<file path="src/sv/tfec_pkg.sv">
// ----------------------------------------------------------------------------
// Three-floor elevator controller package
// Item types for the sensor snapshot channel and the actuator result channel.
// ----------------------------------------------------------------------------
`default_nettype none

package tfec_pkg;

  // One bit per floor, bit 0 is floor 1
  localparam int unsigned FLOORS = 3;
  localparam int unsigned MODE_W = 4;

  typedef logic [FLOORS-1:0] floor_vec_t;

  // Sensor snapshot item
  typedef struct packed {
    floor_vec_t call_buttons;
    floor_vec_t door_closed_sensors;
    floor_vec_t door_open_sensors;
    floor_vec_t at_floor_sensors;
  } tfec_in_t;

  // Actuator result item
  typedef struct packed {
    floor_vec_t        request_lamps;
    floor_vec_t        door_open_drive;
    floor_vec_t        door_close_drive;
    logic              motor_up;
    logic              motor_down;
    logic [MODE_W-1:0] current_mode;
  } tfec_out_t;

endpackage

`default_nettype wire

</file>
<file path="src/sv/tfec_fsm.sv">
// ----------------------------------------------------------------------------
// Elevator state machine
// Holds the mode, pending requests, heading flag and actuator commands, and
// computes the next values from one registered snapshot.
// ----------------------------------------------------------------------------
`default_nettype none

module tfec_fsm (
  input  wire logic               clk,
  input  wire logic               rst_n,
  input  wire logic               step_en,
  input  wire tfec_pkg::tfec_in_t snap,
  output tfec_pkg::tfec_out_t     res
);
  import tfec_pkg::*;

  typedef enum logic [MODE_W-1:0] {
    M_AT1    = 4'd0,
    M_AT2    = 4'd1,
    M_AT3    = 4'd2,
    M_OPEN1  = 4'd3,
    M_OPEN2  = 4'd4,
    M_OPEN3  = 4'd5,
    M_CLOSE1 = 4'd6,
    M_CLOSE2 = 4'd7,
    M_CLOSE3 = 4'd8,
    M_UP     = 4'd9,
    M_DOWN   = 4'd10
  } mode_t;

  mode_t      mode_r, mode_nxt;
  floor_vec_t pend_r, pend_nxt;
  floor_vec_t dopen_r, dopen_nxt;
  floor_vec_t dclose_r, dclose_nxt;
  logic       head_up_r, head_up_nxt;
  logic       drv_up_r, drv_up_nxt;
  logic       drv_dn_r, drv_dn_nxt;
  logic [1:0] f;
  floor_vec_t fbit;

  // Next-state logic for one snapshot
  always_comb begin
    pend_nxt    = pend_r | snap.call_buttons;
    mode_nxt    = mode_r;
    dopen_nxt   = dopen_r;
    dclose_nxt  = dclose_r;
    head_up_nxt = head_up_r;
    drv_up_nxt  = drv_up_r;
    drv_dn_nxt  = drv_dn_r;
    f           = 2'd0;
    fbit        = '0;
    case (mode_r)
      M_AT1, M_AT2, M_AT3: begin
        f    = mode_r[1:0];
        fbit = FLOORS'(1) << f;
        if ((pend_nxt & fbit) != '0) begin
          mode_nxt = mode_t'(MODE_W'(M_OPEN1) + MODE_W'(f));
        end else if ((snap.door_closed_sensors & fbit) != '0) begin
          // Depart: floor 1 goes up, floor 3 goes down, floor 2 follows heading
          dclose_nxt = dclose_r & ~fbit;
          if (mode_r == M_AT1) begin
            drv_up_nxt  = 1'b1;
            head_up_nxt = 1'b1;
            mode_nxt    = M_UP;
          end else if (mode_r == M_AT3) begin
            drv_dn_nxt  = 1'b1;
            head_up_nxt = 1'b0;
            mode_nxt    = M_DOWN;
          end else if (head_up_r) begin
            drv_up_nxt = 1'b1;
            mode_nxt   = M_UP;
          end else begin
            drv_dn_nxt = 1'b1;
            mode_nxt   = M_DOWN;
          end
        end
      end
      M_OPEN1, M_OPEN2, M_OPEN3: begin
        f    = 2'(MODE_W'(mode_r) - MODE_W'(M_OPEN1));
        fbit = FLOORS'(1) << f;
        if ((snap.door_closed_sensors & fbit) != '0) begin
          dopen_nxt = dopen_r | fbit;
          mode_nxt  = mode_t'(MODE_W'(M_CLOSE1) + MODE_W'(f));
        end
      end
      M_CLOSE1, M_CLOSE2, M_CLOSE3: begin
        f         = 2'(MODE_W'(mode_r) - MODE_W'(M_CLOSE1));
        fbit      = FLOORS'(1) << f;
        dopen_nxt = dopen_r & ~fbit;
        // Closing done: drop the request of this floor
        if ((snap.door_open_sensors & fbit) != '0) begin
          dclose_nxt = dclose_r | fbit;
          pend_nxt   = pend_nxt & ~fbit;
          mode_nxt   = mode_t'(MODE_W'(M_AT1) + MODE_W'(f));
        end
      end
      M_UP: begin
        // Floor 2 wins over floor 3
        if (snap.at_floor_sensors[1]) begin
          drv_up_nxt = 1'b0;
          mode_nxt   = M_AT2;
        end else if (snap.at_floor_sensors[2]) begin
          drv_up_nxt = 1'b0;
          mode_nxt   = M_AT3;
        end
      end
      M_DOWN: begin
        // Floor 2 wins over floor 1
        if (snap.at_floor_sensors[1]) begin
          drv_dn_nxt = 1'b0;
          mode_nxt   = M_AT2;
        end else if (snap.at_floor_sensors[0]) begin
          drv_dn_nxt = 1'b0;
          mode_nxt   = M_AT1;
        end
      end
      default: begin
        // Unused codes hold and only latch requests
        mode_nxt = mode_r;
      end
    endcase
  end

  // Hold state, advance once per item
  always_ff @(posedge clk) begin
    if (!rst_n) begin
      mode_r    <= M_AT1;
      pend_r    <= '0;
      head_up_r <= 1'b1;
      dopen_r   <= '0;
      dclose_r  <= '0;
      drv_up_r  <= 1'b0;
      drv_dn_r  <= 1'b0;
    end else if (step_en) begin
      mode_r    <= mode_nxt;
      pend_r    <= pend_nxt;
      head_up_r <= head_up_nxt;
      dopen_r   <= dopen_nxt;
      dclose_r  <= dclose_nxt;
      drv_up_r  <= drv_up_nxt;
      drv_dn_r  <= drv_dn_nxt;
    end
  end

  // Result item is the state after this snapshot
  always_comb begin
    res.request_lamps    = pend_nxt;
    res.door_open_drive  = dopen_nxt;
    res.door_close_drive = dclose_nxt;
    res.motor_up         = drv_up_nxt;
    res.motor_down       = drv_dn_nxt;
    res.current_mode     = MODE_W'(mode_nxt);
  end

endmodule

`default_nettype wire

</file>
<file path="src/sv/three_floor_elevator_controller.sv">
// ----------------------------------------------------------------------------
// Three-floor elevator controller
// Takes sensor snapshots and returns the held actuator commands, one result
// item per snapshot item.
// ----------------------------------------------------------------------------
//
//   channel | dir | handshake              | payload
//   --------+-----+------------------------+---------------------------
//   in_     | in  | in_valid / in_ready    | in_item  (tfec_in_t)
//   out_    | out | out_valid / out_ready  | out_item (tfec_out_t)
//
// One item per clock while the output is not stalled: snapshot register,
// next-state logic, result register. out_valid rises once the accepted snapshot
// has stepped through the next-state logic into the result register.
// Synchronous active-low reset puts the cabin at floor 1, heading up, all
// commands and requests cleared.
// A stalled output holds its item; the snapshot register keeps accepting as
// long as the result register can take its item in the same cycle.
`default_nettype none

module three_floor_elevator_controller (
  input  wire logic               clk,
  input  wire logic               rst_n,
  input  wire logic               in_valid,
  output logic                    in_ready,
  input  wire tfec_pkg::tfec_in_t in_item,
  output logic                    out_valid,
  input  wire logic               out_ready,
  output tfec_pkg::tfec_out_t     out_item
);
  import tfec_pkg::*;

  logic      snap_valid_r;
  tfec_in_t  snap_r;
  logic      res_valid_r;
  tfec_out_t res_r;
  tfec_out_t res_nxt;
  logic      step_en;

  // Advance the snapshot when the result register is free or draining
  assign step_en  = snap_valid_r && (!res_valid_r || out_ready);
  assign in_ready = !snap_valid_r || step_en;

  tfec_fsm u_fsm (
    .clk     (clk),
    .rst_n   (rst_n),
    .step_en (step_en),
    .snap    (snap_r),
    .res     (res_nxt)
  );

  // Valid flags
  always_ff @(posedge clk) begin
    if (!rst_n) begin
      snap_valid_r <= 1'b0;
      res_valid_r  <= 1'b0;
    end else begin
      if (in_ready) begin
        snap_valid_r <= in_valid;
      end
      if (step_en) begin
        res_valid_r <= 1'b1;
      end else if (out_ready) begin
        res_valid_r <= 1'b0;
      end
    end
  end

  // Payload registers
  always_ff @(posedge clk) begin
    if (in_valid && in_ready) begin
      snap_r <= in_item;
    end
    if (step_en) begin
      res_r <= res_nxt;
    end
  end

  assign out_valid = res_valid_r;
  assign out_item  = res_r;

endmodule

`default_nettype wire
</file>
<file path="config.mk">
export PLATFORM = sky130hd
export DESIGN_NAME = three_floor_elevator_controller
export DESIGN_NICKNAME = d
export VERILOG_FILES = /design/src/sv/tfec_pkg.sv /design/src/sv/tfec_fsm.sv /design/src/sv/three_floor_elevator_controller.sv
export SDC_FILE = /design/constraint.sdc
export NUM_CORES = 1
export LEC_CHECK = 0
export BUFFER_PORTS_ARGS = -buffer_cell sky130_fd_sc_hd__clkbuf_2
export CORE_MARGIN = 2
export CORE_UTILIZATION = 50
export DETAILED_ROUTE_END_ITERATION = 8
export PLACE_DENSITY = 0.74
export SLEW_MARGIN = 20
export SYNTH_ARGS = -nofsm -noshare
export SYNTH_HDL_FRONTEND = slang
export SYNTH_HIERARCHICAL = 1
export SYNTH_SLANG_ARGS = --single-unit
</file>
<file path="constraint.sdc">
create_clock -name clk -period 2.7 [get_ports clk]
set_input_delay 0 -clock clk [delete_from_list [all_inputs] [get_ports clk]]
set_output_delay 0 -clock clk [all_outputs]
set_load 0.02 [all_outputs]
</file>
---- Word-level counts from Yosys, hierarchy flattened ----
Cells that the tools add are included.
cells by class
  mux-type cells .......................... 40
  add/subtract/negate cells ............... 4
  reductions and logical operators ........ 17
  equal/unequal tests ..................... 10
  bitwise operators ....................... 13
  shifts and indexed selects .............. 3
operator list
  cell                   count
  $mux W4                10
  $and A3 B3 Y3          7
  $pmux W4 S5            1
  $mux W1                18
  $mux W3                6
  $eq A4 B3 Y1 const B   4
  $eq A4 B4 Y1 const B   3
  $pmux W3 S2            2
  $reduce_bool A3 Y1     4
  $or A3 B3 Y3           3
  $reduce_or A3 Y1       3
  $shl A1 B2 Y3 const A  3
  $eq A4 B2 Y1 const B   2
  $not A3 Y3             2
  $reduce_and A5 Y1      1
  $add A3 B2 Y4 const A  1
  $eq A4 B1 Y1 const B   1
  $logic_not A4 Y1       1
  $pmux W1 S2            2
  $reduce_bool A2 Y1     2
  $sub A2 B2 Y2 const B  2
  $add A2 B2 Y3 const A  1
  $logic_and A1 B1 Y1    2
  $logic_not A1 Y1       2
  other kinds (3)        4
word-level totals
  flip-flop bits (word level) ............. 45
  input port bits ......................... 16

---- Logic depth before layout (Yosys ltp) ----
Gate-level depths: netlist (run 1).
  word-level depth ........................ 6
  mapped depth ............................ 9
  depth with buffers taken out ............ 7

---- By module ----
Netlist (run 1), hierarchy kept.
modules (own cells, without submodules)
  module                           area an instance (um^2)  cells each  instances
  tfec_fsm                         1313.8                   172         1
  three_floor_elevator_controller  914.6                    36          1

---- Least setup slack after synthesis (run 1) ----
Ideal clock, no wire load.
  kind .................................... flip-flop to flip-flop
  start point ............................. reg u_fsm.mode_r[0]
  end point ............................... reg res_r (netlist bit out_item[1]) (data pin)
  clock period less this slack ............ 2.530 ns
  path slack .............................. 0.170 ns
  arrival time ............................ 2.250 ns
  cell stages (with the launch flop) ...... 8
  cells stage by stage .................... dfxtp_1 > inv_1 > ha_1 > a222oi_1 > a221o_1 > a311oi_1 > a2111oi_2 > a22oi_1
RTL lines
  item                      line                                   source
  start: declaration        tfec_fsm.sv:31                         mode_t mode_r, mode_nxt;
  start signal: assignment  tfec_fsm.sv:135                        mode_r <= mode_nxt;
  end signal: assignment    three_floor_elevator_controller.sv:75  res_r <= res_nxt;
  end: declaration          three_floor_elevator_controller.sv:36  tfec_out_t res_r;

---- Worst setup path in the final report (run 1) ----
  start point ............................. reg u_fsm.mode_r[0]
  end point ............................... reg u_fsm.mode_r[1]
on the way
  cells in the longest elaborated chain, start to end .. 6
RTL lines
  item                                                   line            source
  branches (longest 5 deep; another with $add A3 B2 Y4)  n/a
  $pmux W4 S5 (*)                                        tfec_fsm.sv:52  case (mode_r)
Every way passes the cells marked *.
A chain may end at the register's enable or synchronous reset.

==> qor.yml, run 1 <==
status:
  status: "completed"
die:
  num_rows: 24
  start_util_pct: 51.5
  core_area_mm2: 0.00432
  ioPinCount: 33
  die_area_mm2: 0.00501
  die_h_um: 70.8
  die_w_um: 70.8
route:
  viasPerCell: 5.77
  wl_met3_um: 280
  wl_met1_um: 2380
  remaining_drc_errors: 0
  wl_per_cell_um: 16.6
  antenna_left: 0
  dr.pass1.iters: 4
  maxUsedRoutingLayer: "met4"
  met2_length_um: 2460
  drt_iter0_drc: 192
  vias: 1819
  drt_wl_total_um: 5220
layout:
  register_area_mm2: 0.00117
  nFillCells: 374
  multi_input_area_um2: 973
  final_util_pct: 63.3
  fin_cells: 315
  drive_gt1_share_pct: 21.7
  final_nets: 286
  diodes: 0
  syn2layout_area_growth_pct: 22.9
  fin_area_mm2: 0.00274
timing:
  fin_hold_ws_ns: 0.0457
  rsz0062_at_grt: "no"
  slew_headroom_pct: 65.7
  fin_tns_setup_ns: 0
  final_hold_viol_count: 0
  fin_crit_ns: 2.53
  setup_violations: 0
  fmax_mhz: 395
  tightest_slew_ns: 0.511
  fin_crit_sh_pct: 93.8
  slew_violations: 0
  finalClockSkew_ns: 0.00361
critical_path:
  crit_required_ns: 2.90
  start_kind: "flop"
  worstPathArrival_ns: 2.73
  critPathKind: "reg -> reg"
  path_max_fanout: 9
  endpoint_kind: "flop"
clock_network:
  cts_inserted_buffers: 5
  cts_sinks: 45
  clk_pin_slew_ns: 0.08
  htreeDepth: 2
  cts_tree: "done"
  clock_tree.root_cell: "clkbuf_8"
  clockBufferDepth: 2
  clk_latency_ns: 0.30
placed_design:
  gp_congestion: 0.987
  port_buffers: 32
  dp.cells: 294
  dpl_cell_area_mm2: 0.00250
  dp_hpwl_um: 3690
yosys:
  synth_edf_count: 27
  seq_area_frac_synth_pct: 52.6
  synth.distinct_cells: 51
  synth_cells: 208
  synthesis.area_mm2: 0.00223
  synth_area_per_cell_um2: 10.7
  ys_ff_latch: 45
  syn_nets: 232
  yosys_warnings: 6
  synth_ff_type: "edfxtp_1"
  async_reset_ff_share_pct: 0
power:
  p_leak_nw: 1.09
  vdd_drop_max_uv: 392
  power_density_mw_per_mm2: 612
grt:
  grt_pass1_vias: 1755
  grt_usage_pct: 21.8
  grt_first_pass_wirelength_um: 8440
  grt_max_degree: 21
  grt_overflow: 0
  antenna_found_initial: 0
run:
  drv_cap: 0
min_path:
  worstHoldPathType: "in -> reg"
cell families (layout without fill, tap and decap cells):
family / count (synthesis) / count (layout) / share of synthesized area, %
AND/OR/NAND/NOR: 54 / 54 / 13.0
adder cells (fa/ha/maj): 8 / 8 / 4.49
flip-flops: 45 / 45 / 52.6
buffers and inverters: 21 / 76 / 3.87
multiplexers: 7 / 7 / 3.20
XOR/XNOR: 1 / 1 / 0.393
AO/OA/AOI/OAI: 72 / 72 / 22.5
power by group:
group	leakage (nW)	internal (mW)	switching (mW)	total (mW)
clock network	0.0528	0.273	0.217	0.490
registers	0.408	0.776	0.0296	0.806
logic	0.628	0.151	0.229	0.380
total	1.09	1.20	0.475	1.68
state kept, by name (all words and copies together), names as in the netlist:
signal           flops
u_fsm/pend_r         3
u_fsm/drv_up_r       1
u_fsm/dopen_r        3
u_fsm/drv_dn_r       1
u_fsm/head_up_r      1
u_fsm/mode_r         4
snap_valid_r         1
out_item            15
u_fsm/dclose_r       3
out_valid            1
snap_r              12
layout by cell type, fill, tap and decap left out, types with 9 or more instances in the layout:
cell            n
a21oi_1        13
a31oi_1         9
buf_4          12
clkbuf_2       32
dfxtp_1        17
dlygate4sd3_1  13
edfxtp_1       27
inv_1          10
nand2_1        14
nor2_1         16
o21ai_0        11
Yosys cell counts (5+ instances only):
cell type,number,share of area [%]
a21oi_1,13,2.9
dfxtp_1,18,16
nor2_1,16,2.7
clkbuf_1,7,1.2
ha_1,8,4.5
mux2i_1,6,2.7
nor3_1,5,1.1
edfxtp_1,27,36
inv_1,10,1.7
a31oi_1,9,2.5
nand2_1,14,2.4
o21ai_0,11,2.5
path summary, 6_finish.rpt:
check / start / to / slack (ns) / depth (start not counted)
worst max-delay path: u_fsm/mode_r[0] / u_fsm/mode_r[1] / 0.17 / 7
worst min-delay path: out_ready / snap_valid_r / 0.05 / 3
worst max register to register: u_fsm/mode_r[0] / u_fsm/mode_r[1] / 0.17 / 7
worst min register to register: u_fsm/dopen_r[2] / u_fsm/dopen_r[2] / 0.51 / 2
metrics by stage:
stage	power (mW)	worst slack [ns]
2_1_floorplan	1.06	0.170
3_3_place_gp	1.17	0.262
3_5_place_dp	1.18	0.231
4_1_cts	1.68	0.216
5_1_grt	1.75	0.0549
6_report	1.68	0.167
what timing repair did:
item,CTS,global route
resized for setup,0,1
hold endpoints to repair,13,0
hold buffers,13,0
buffers inserted,0,0
setup endpoints to repair,0,1
per-layer routing:
metal	vias up	GRT usage, %
li1	899	-
met1	851	29.4
met2	58	34.7
met3	11	4.70
met4	0	8.18
met5	-	0
critical path, cell delays in order, from the launching register on:
cell	delay, ns
dfxtp_1	0.32
inv_1	0.19
ha_1	0.40
or3b_1	0.45
a221o_1	0.34
a311oi_1	0.36
a2111oi_2	0.11
a311oi_1	0.28
cell type report:
cell class	count	area share, %
Multi-Input combinational cell	142	35.5
Sequential cell	45	42.8
Tap cell	52	2.38
Clock inverter	2	1.23
Clock buffer	6	2.65
Timing Repair Buffer	57	13.9
Inverter	11	1.51
No activity file was read; power rests on OpenSTA's default activity.
==> run 2: changes to the inputs <==
--- a/config.mk
+++ b/config.mk
@@ -6,9 +6,11 @@
 export NUM_CORES = 1
 export LEC_CHECK = 0
 export BUFFER_PORTS_ARGS = -buffer_cell sky130_fd_sc_hd__clkbuf_2
+export CORE_ASPECT_RATIO = 1.1
 export CORE_MARGIN = 2
 export CORE_UTILIZATION = 50
 export DETAILED_ROUTE_END_ITERATION = 8
+export MAX_ROUTING_LAYER = met4
 export PLACE_DENSITY = 0.74
 export SLEW_MARGIN = 20
 export SYNTH_ARGS = -nofsm -noshare
==> qor.yml, run 2 (same netlist as run 1, synthesis figures left out) <==
power:
  p_leak_nw: 1.09  # about the same
  power_density_mw_per_mm2: 612  # about the same
  vdd_drop_max_uv: 353  # -9.9%
die:
  start_util_pct: 52.0  # +0.47 points
  die_w_um: 67.7  # -4.4%
  core_area_mm2: 0.00429  # -0.90%
  die_h_um: 74.0  # +4.6%
  ioPinCount: 33  # unchanged
  die_area_mm2: 0.00501  # about the same
  num_rows: 25  # +4.2%
layout:
  largest_reg_flops: 15  # unchanged
  diodes: 0  # unchanged
  final_cell_mix: "clkbuf_2, edfxtp_1, dfxtp_1"
  fin_area_mm2: 0.00274  # about the same
  drive_gt1_share_pct: 21.3  # -0.38 points
  final_common_cell: "clkbuf_2"
  final_nets: 286  # unchanged
  syn2layout_area_growth_pct: 23.0  # about the same
grt:
  antenna_found_initial: 0  # unchanged
  grt_usage_pct: 23.8  # +2.0 points
  grt_pass1_vias: 1810  # +3.1%
  grt_first_pass_wirelength_um: 8510  # +0.90%
  grt_overflow: 0  # unchanged
  grt_max_degree: 28  # +33%
placed_design:
  dpl_cell_area_mm2: 0.00250  # about the same
  gp_congestion: 0.935  # -5.2%
  dp_hpwl_um: 3680  # -0.20%
  port_buffers: 32  # unchanged
critical_path:
  endpoint_kind: "flop"
  crit_required_ns: 2.88  # -0.02 ns
  crit_path_top_delay_cell: "dfxtp_1"
  critPathKind: "reg -> reg"
  critPathBufInv: 2  # +1
  cpPeakStageDelay_ns: 0.49  # +0.04 ns
  path_max_fanout: 8  # -1
  critPathTopFamily: "compound AO/OA/AOI/OAI gates"
  worstPathArrival_ns: 2.75  # +0.02 ns
  start_kind: "flop"
  critPathMostFrequentCell: "a311oi_1"
  path_cells: "inv_1, ha_1, a222oi_1, buf_4, nand2_1, a311oi_1, a2111oi_2, a311oi_1"
timing:
  tightest_slew_ns: 0.544  # +0.0328 ns
  fin_tns_setup_ns: 0  # unchanged
  slew_violations: 0  # unchanged
  rsz0062_at_grt: "no"
  fmax_mhz: 389  # -1.4%
  final_hold_viol_count: 0  # unchanged
  fin_crit_ns: 2.57  # +0.0350 ns
  setup_violations: 0  # unchanged
  finalClockSkew_ns: 0.00440  # +0.000794 ns
  fin_crit_sh_pct: 95.1  # +1.3 points
  slew_headroom_pct: 63.5  # -2.2 points
clock_network:
  htreeDepth: 2  # unchanged
  clock_tree.root_cell: "clkbuf_8"
  clk_pin_slew_ns: 0.08  # about the same
  cts_sinks: 45  # unchanged
  cts_inserted_buffers: 5  # unchanged
  post_cts_buffers: 0  # unchanged
  cts_tree: "done"
  clockBufferDepth: 2  # unchanged
  clk_latency_ns: 0.29  # about the same
route:
  drt_iter0_drc: 171  # -11%
  antenna_left: 0  # unchanged
  wl_per_cell_um: 16.7  # +0.89%
  viasPerCell: 6.01  # +4.0%
  dr.pass1.iters: 5  # +1
  remaining_drc_errors: 0  # unchanged
  drt_wl_total_um: 5300  # +1.5%
  vias: 1904  # +4.7%
status:
  status: "completed"
min_path:
  worstHoldPathType: "in -> reg"
run:
  drv_cap: 0  # unchanged
-- run 2: worst paths after layout --
kind | startpoint | to | slack, ns | cells after the start
max | u_fsm/mode_r[1] | u_fsm/mode_r[1] | 0.13 | 8
max reg2reg | u_fsm/mode_r[1] | u_fsm/mode_r[1] | 0.13 | 8
min reg2reg | u_fsm/dopen_r[1] | u_fsm/dopen_r[1] | 0.51 | 2
min | out_ready | snap_valid_r | 0.06 | 3
-- run 2: per-layer routing --
layer | routed length [µm] | share of wire [%] | up-vias | track usage [%]
met2 | 2680 | 50 | 93 | 38.9
met4 | 76 | 1.4 | 0 | 7.94
li1 | - | - | 899 | -
met5 | 0 | 0 | - | -
met3 | 371 | 7.0 | 9 | 4.69
met1 | 2180 | 41 | 903 | 29.6
-- run 2: stage by stage --
step / instances / power [mW] / setup slack [ns] / hold slack (ns) / utilization, %
floorplan: 208 / 1.06 / 0.170 / 0.0989 / -
global placement: 296 / 1.18 / 0.225 / 0.176 / 58.4
detailed placement: 296 / 1.18 / 0.177 / 0.179 / 58.4
CTS: 317 / 1.68 / 0.149 / 0.0507 / 63.9
global route: 317 / 1.74 / 0.00561 / 0.0691 / 63.9
finish: 317 / 1.68 / 0.132 / 0.0555 / 63.9
-- run 2: repair_timing --
| item | CTS | global route |
|---|---|---|
| hold buffers | 13 | 0 |
| hold endpoints to repair | 13 | 0 |
| endpoints found under the setup margin | 0 | 0 |
| gates resized for setup | 0 | 0 |
-- run 2: worst min-delay path, stage by stage --
cell and delay (ns):
clkbuf_2 0.11, nand3b_4 0.13, a21boi_1 0.06
-- run 2: final cells by class --
cell class / instances / area [µm²]
Clock buffer: 6 / 72.6
Tap cell: 54 / 67.6
Sequential cell: 45 / 1170
Timing Repair Buffer: 57 / 380
Inverter: 11 / 41.3
Fill cell: 350 / 1550
Multi-Input combinational cell: 142 / 973
Clock inverter: 2 / 33.8
-- run 2: power breakdown --
part           internal [mW]  switching (mW)
clock network          0.273           0.215
registers              0.776          0.0295
logic                  0.151           0.231
total                   1.20           0.476
==> run 3: changes to the inputs <==
--- a/config.mk
+++ b/config.mk
@@ -6,12 +6,14 @@
 export NUM_CORES = 1
 export LEC_CHECK = 0
 export BUFFER_PORTS_ARGS = -buffer_cell sky130_fd_sc_hd__clkbuf_2
+export CELL_PAD_IN_SITES_DETAIL_PLACEMENT = 1
+export CELL_PAD_IN_SITES_GLOBAL_PLACEMENT = 2
 export CORE_ASPECT_RATIO = 1.1
 export CORE_MARGIN = 2
-export CORE_UTILIZATION = 50
+export CORE_UTILIZATION = 33
 export DETAILED_ROUTE_END_ITERATION = 8
 export MAX_ROUTING_LAYER = met4
-export PLACE_DENSITY = 0.74
+export PLACE_DENSITY_LB_ADDON = 0.1
 export SLEW_MARGIN = 20
 export SYNTH_ARGS = -nofsm -noshare
 export SYNTH_HDL_FRONTEND = slang
==> qor.yml, run 3 (same netlist as run 1, synthesis figures left out) <==
critical_path:
  critPathKind: "reg -> reg"
  critPathTopFamily: "compound AO/OA/AOI/OAI gates"
  start_kind: "flop"
  worstPathArrival_ns: 2.70  # -0.05 ns
  cpPeakStageDelay_ns: 0.44  # -0.05 ns
  path_cells: "inv_1, ha_1, or3b_1, a221o_1, a311oi_1, a2111oi_2, a311oi_1"
  critPathBufInv: 1  # -1
  ff2ff_setup_slack_ns: 0.21  # +0.07 ns
  r2r_cells: 7  # -1
  path_max_fanout: 9  # +1
  critPathMostFrequentCell: "a311oi_1"
  cp.depth: 7  # -1
  crit_required_ns: 2.90  # +0.02 ns
  endpoint_kind: "flop"
  crit_path_top_delay_cell: "or3b_1"
timing:
  finalClockSkew_ns: 0.00110  # -0.00330 ns
  tightest_slew_ns: 0.542  # -0.00242 ns
  fin_crit_ns: 2.49  # -0.0736 ns
  slew_headroom_pct: 63.9  # +0.36 points
  rsz0062_at_grt: "no"
  fin_hold_ws_ns: 0.0599  # +0.00441 ns
  final_hold_viol_count: 0  # unchanged
  slew_violations: 0  # unchanged
  setup_violations: 0  # unchanged
  fmax_mhz: 401  # +2.9%
  fin_tns_setup_ns: 0  # unchanged
  fin_crit_sh_pct: 92.4  # -2.7 points
route:
  wl_per_cell_um: 18.2  # +8.5%
  drt_iter0_drc: 93  # -46%
  dr.pass1.iters: 4  # -1
  remaining_drc_errors: 0  # unchanged
  drt_wl_total_um: 6300  # +19%
  viasPerCell: 5.44  # -9.5%
  vias: 1886  # -0.95%
  antenna_left: 0  # unchanged
min_path:
  hold_depth: 3  # unchanged
  worstHoldPathType: "in -> reg"
clock_network:
  clock_tree.root_cell: "clkbuf_8"
  postCtsResizedCells: 0  # unchanged
  cts_inserted_buffers: 5  # unchanged
  htreeDepth: 2  # unchanged
  clk_pin_slew_ns: 0.08  # about the same
  cts_hold_buf: 13  # unchanged
  post_cts_buffers: 0  # unchanged
  clk_latency_ns: 0.29  # about the same
  clockBufferDepth: 2  # unchanged
  cts_tree: "done"
  cts_sinks: 45  # unchanged
layout:
  final_common_cell: "clkbuf_2"
  nFillCells: 748  # +110%
  diodes: 0  # unchanged
  final_nets: 288  # +0.70%
  drive_gt1_share_pct: 21.9  # +0.59 points
  syn2layout_area_growth_pct: 24.1
  largest_reg_flops: 15  # unchanged
  final_cell_mix: "clkbuf_2, edfxtp_1, dfxtp_1"
power:
  power_density_mw_per_mm2: 580  # -5.1%
  intPower_mw: 1.11  # -7.6%
  pwr-share-comb_pct: 25.0  # +2.2 points
  seqPwrFrac_pct: 50.1  # +2.1 points
  p_clk_share_pct: 24.9  # -4.2 points
  switchingPower_mw: 0.496  # +4.2%
  p_total_mw: 1.61  # -4.2%
  p_leak_nw: 1.09  # about the same
  vdd_drop_max_uv: 245  # -31%
  swShare_pct: 30.9  # +2.5 points
die:
  ioPinCount: 33  # unchanged
  die_area_mm2: 0.00743  # +48%
  start_util_pct: 34.0  # -18 points
  num_rows: 31  # +24%
  core_area_mm2: 0.00656  # +53%
  die_h_um: 90.2  # +22%
  die_w_um: 82.4  # +22%
grt:
  antenna_found_initial: 0  # unchanged
  grt_usage_pct: 19.0  # -4.8 points
  grt_first_pass_wirelength_um: 10400  # +22%
  grt_pass1_vias: 2010  # +11%
  grt_overflow: 0  # unchanged
  grt_max_degree: 24  # -14%
status:
  status: "completed"
run:
  drv_cap: 0  # unchanged
placed_design:
  gp_congestion: 0.897  # -4.1%
  port_buffers: 32  # unchanged
  dp_hpwl_um: 4830  # +31%
## run 3: per-layer routing
metal  vias up  track usage [%]  part of all wire [%]
met2        46             30.6                    51
met5         -                -                     0
li1        906                -                     -
met1       922             23.3                    44
met3        12             3.51                   3.3
met4         0             7.22                   2.5
## run 3: final cells by class
class                   count  area [µm²]  area share (%)
flip-flops and latches     45        1170            42.4
clock inverters             3        12.5           0.452
clock buffers               5        68.8            2.49
repair buffers             59         395            14.3
inverters                  11        41.3            1.49
multi-input cells         142         973            35.2
well taps                  82         103            3.71
## run 3: worst min-delay path, stage by stage
cell and delay, ns:
clkbuf_2 0.11, nand3b_4 0.13, a21boi_1 0.06
## run 3: power by group through the flow
stage	Sequential [mW]	Clock [mW]	Combinational [mW]
2_1_floorplan	0.832	0	0.229
5_1_grt	0.810	0.439	0.443
3_5_place_dp	0.820	0	0.385
4_1_cts	0.805	0.413	0.401
3_3_place_gp	0.818	0	0.383
6_report	0.804	0.399	0.402
## run 3: worst paths after layout
| kind | start | end |
|---|---|---|
| max | u_fsm/mode_r[0] | u_fsm/mode_r[1] |
| min | out_ready | snap_valid_r |
| max reg2reg | u_fsm/mode_r[0] | u_fsm/mode_r[1] |
| min reg2reg | u_fsm/dopen_r[1] | u_fsm/dopen_r[1] |
## run 3: stage by stage
stage          utilization [%]  instance area (µm²)  cells  setup slack, ns
6_report                  42.2                 2770    347            0.206
5_1_grt                   42.2                 2770    347           0.0411
2_1_floorplan                -                 2230    208            0.170
4_1_cts                   42.2                 2770    347            0.204
3_3_place_gp              39.0                 2550    326            0.314
3_5_place_dp              39.0                 2550    326            0.235
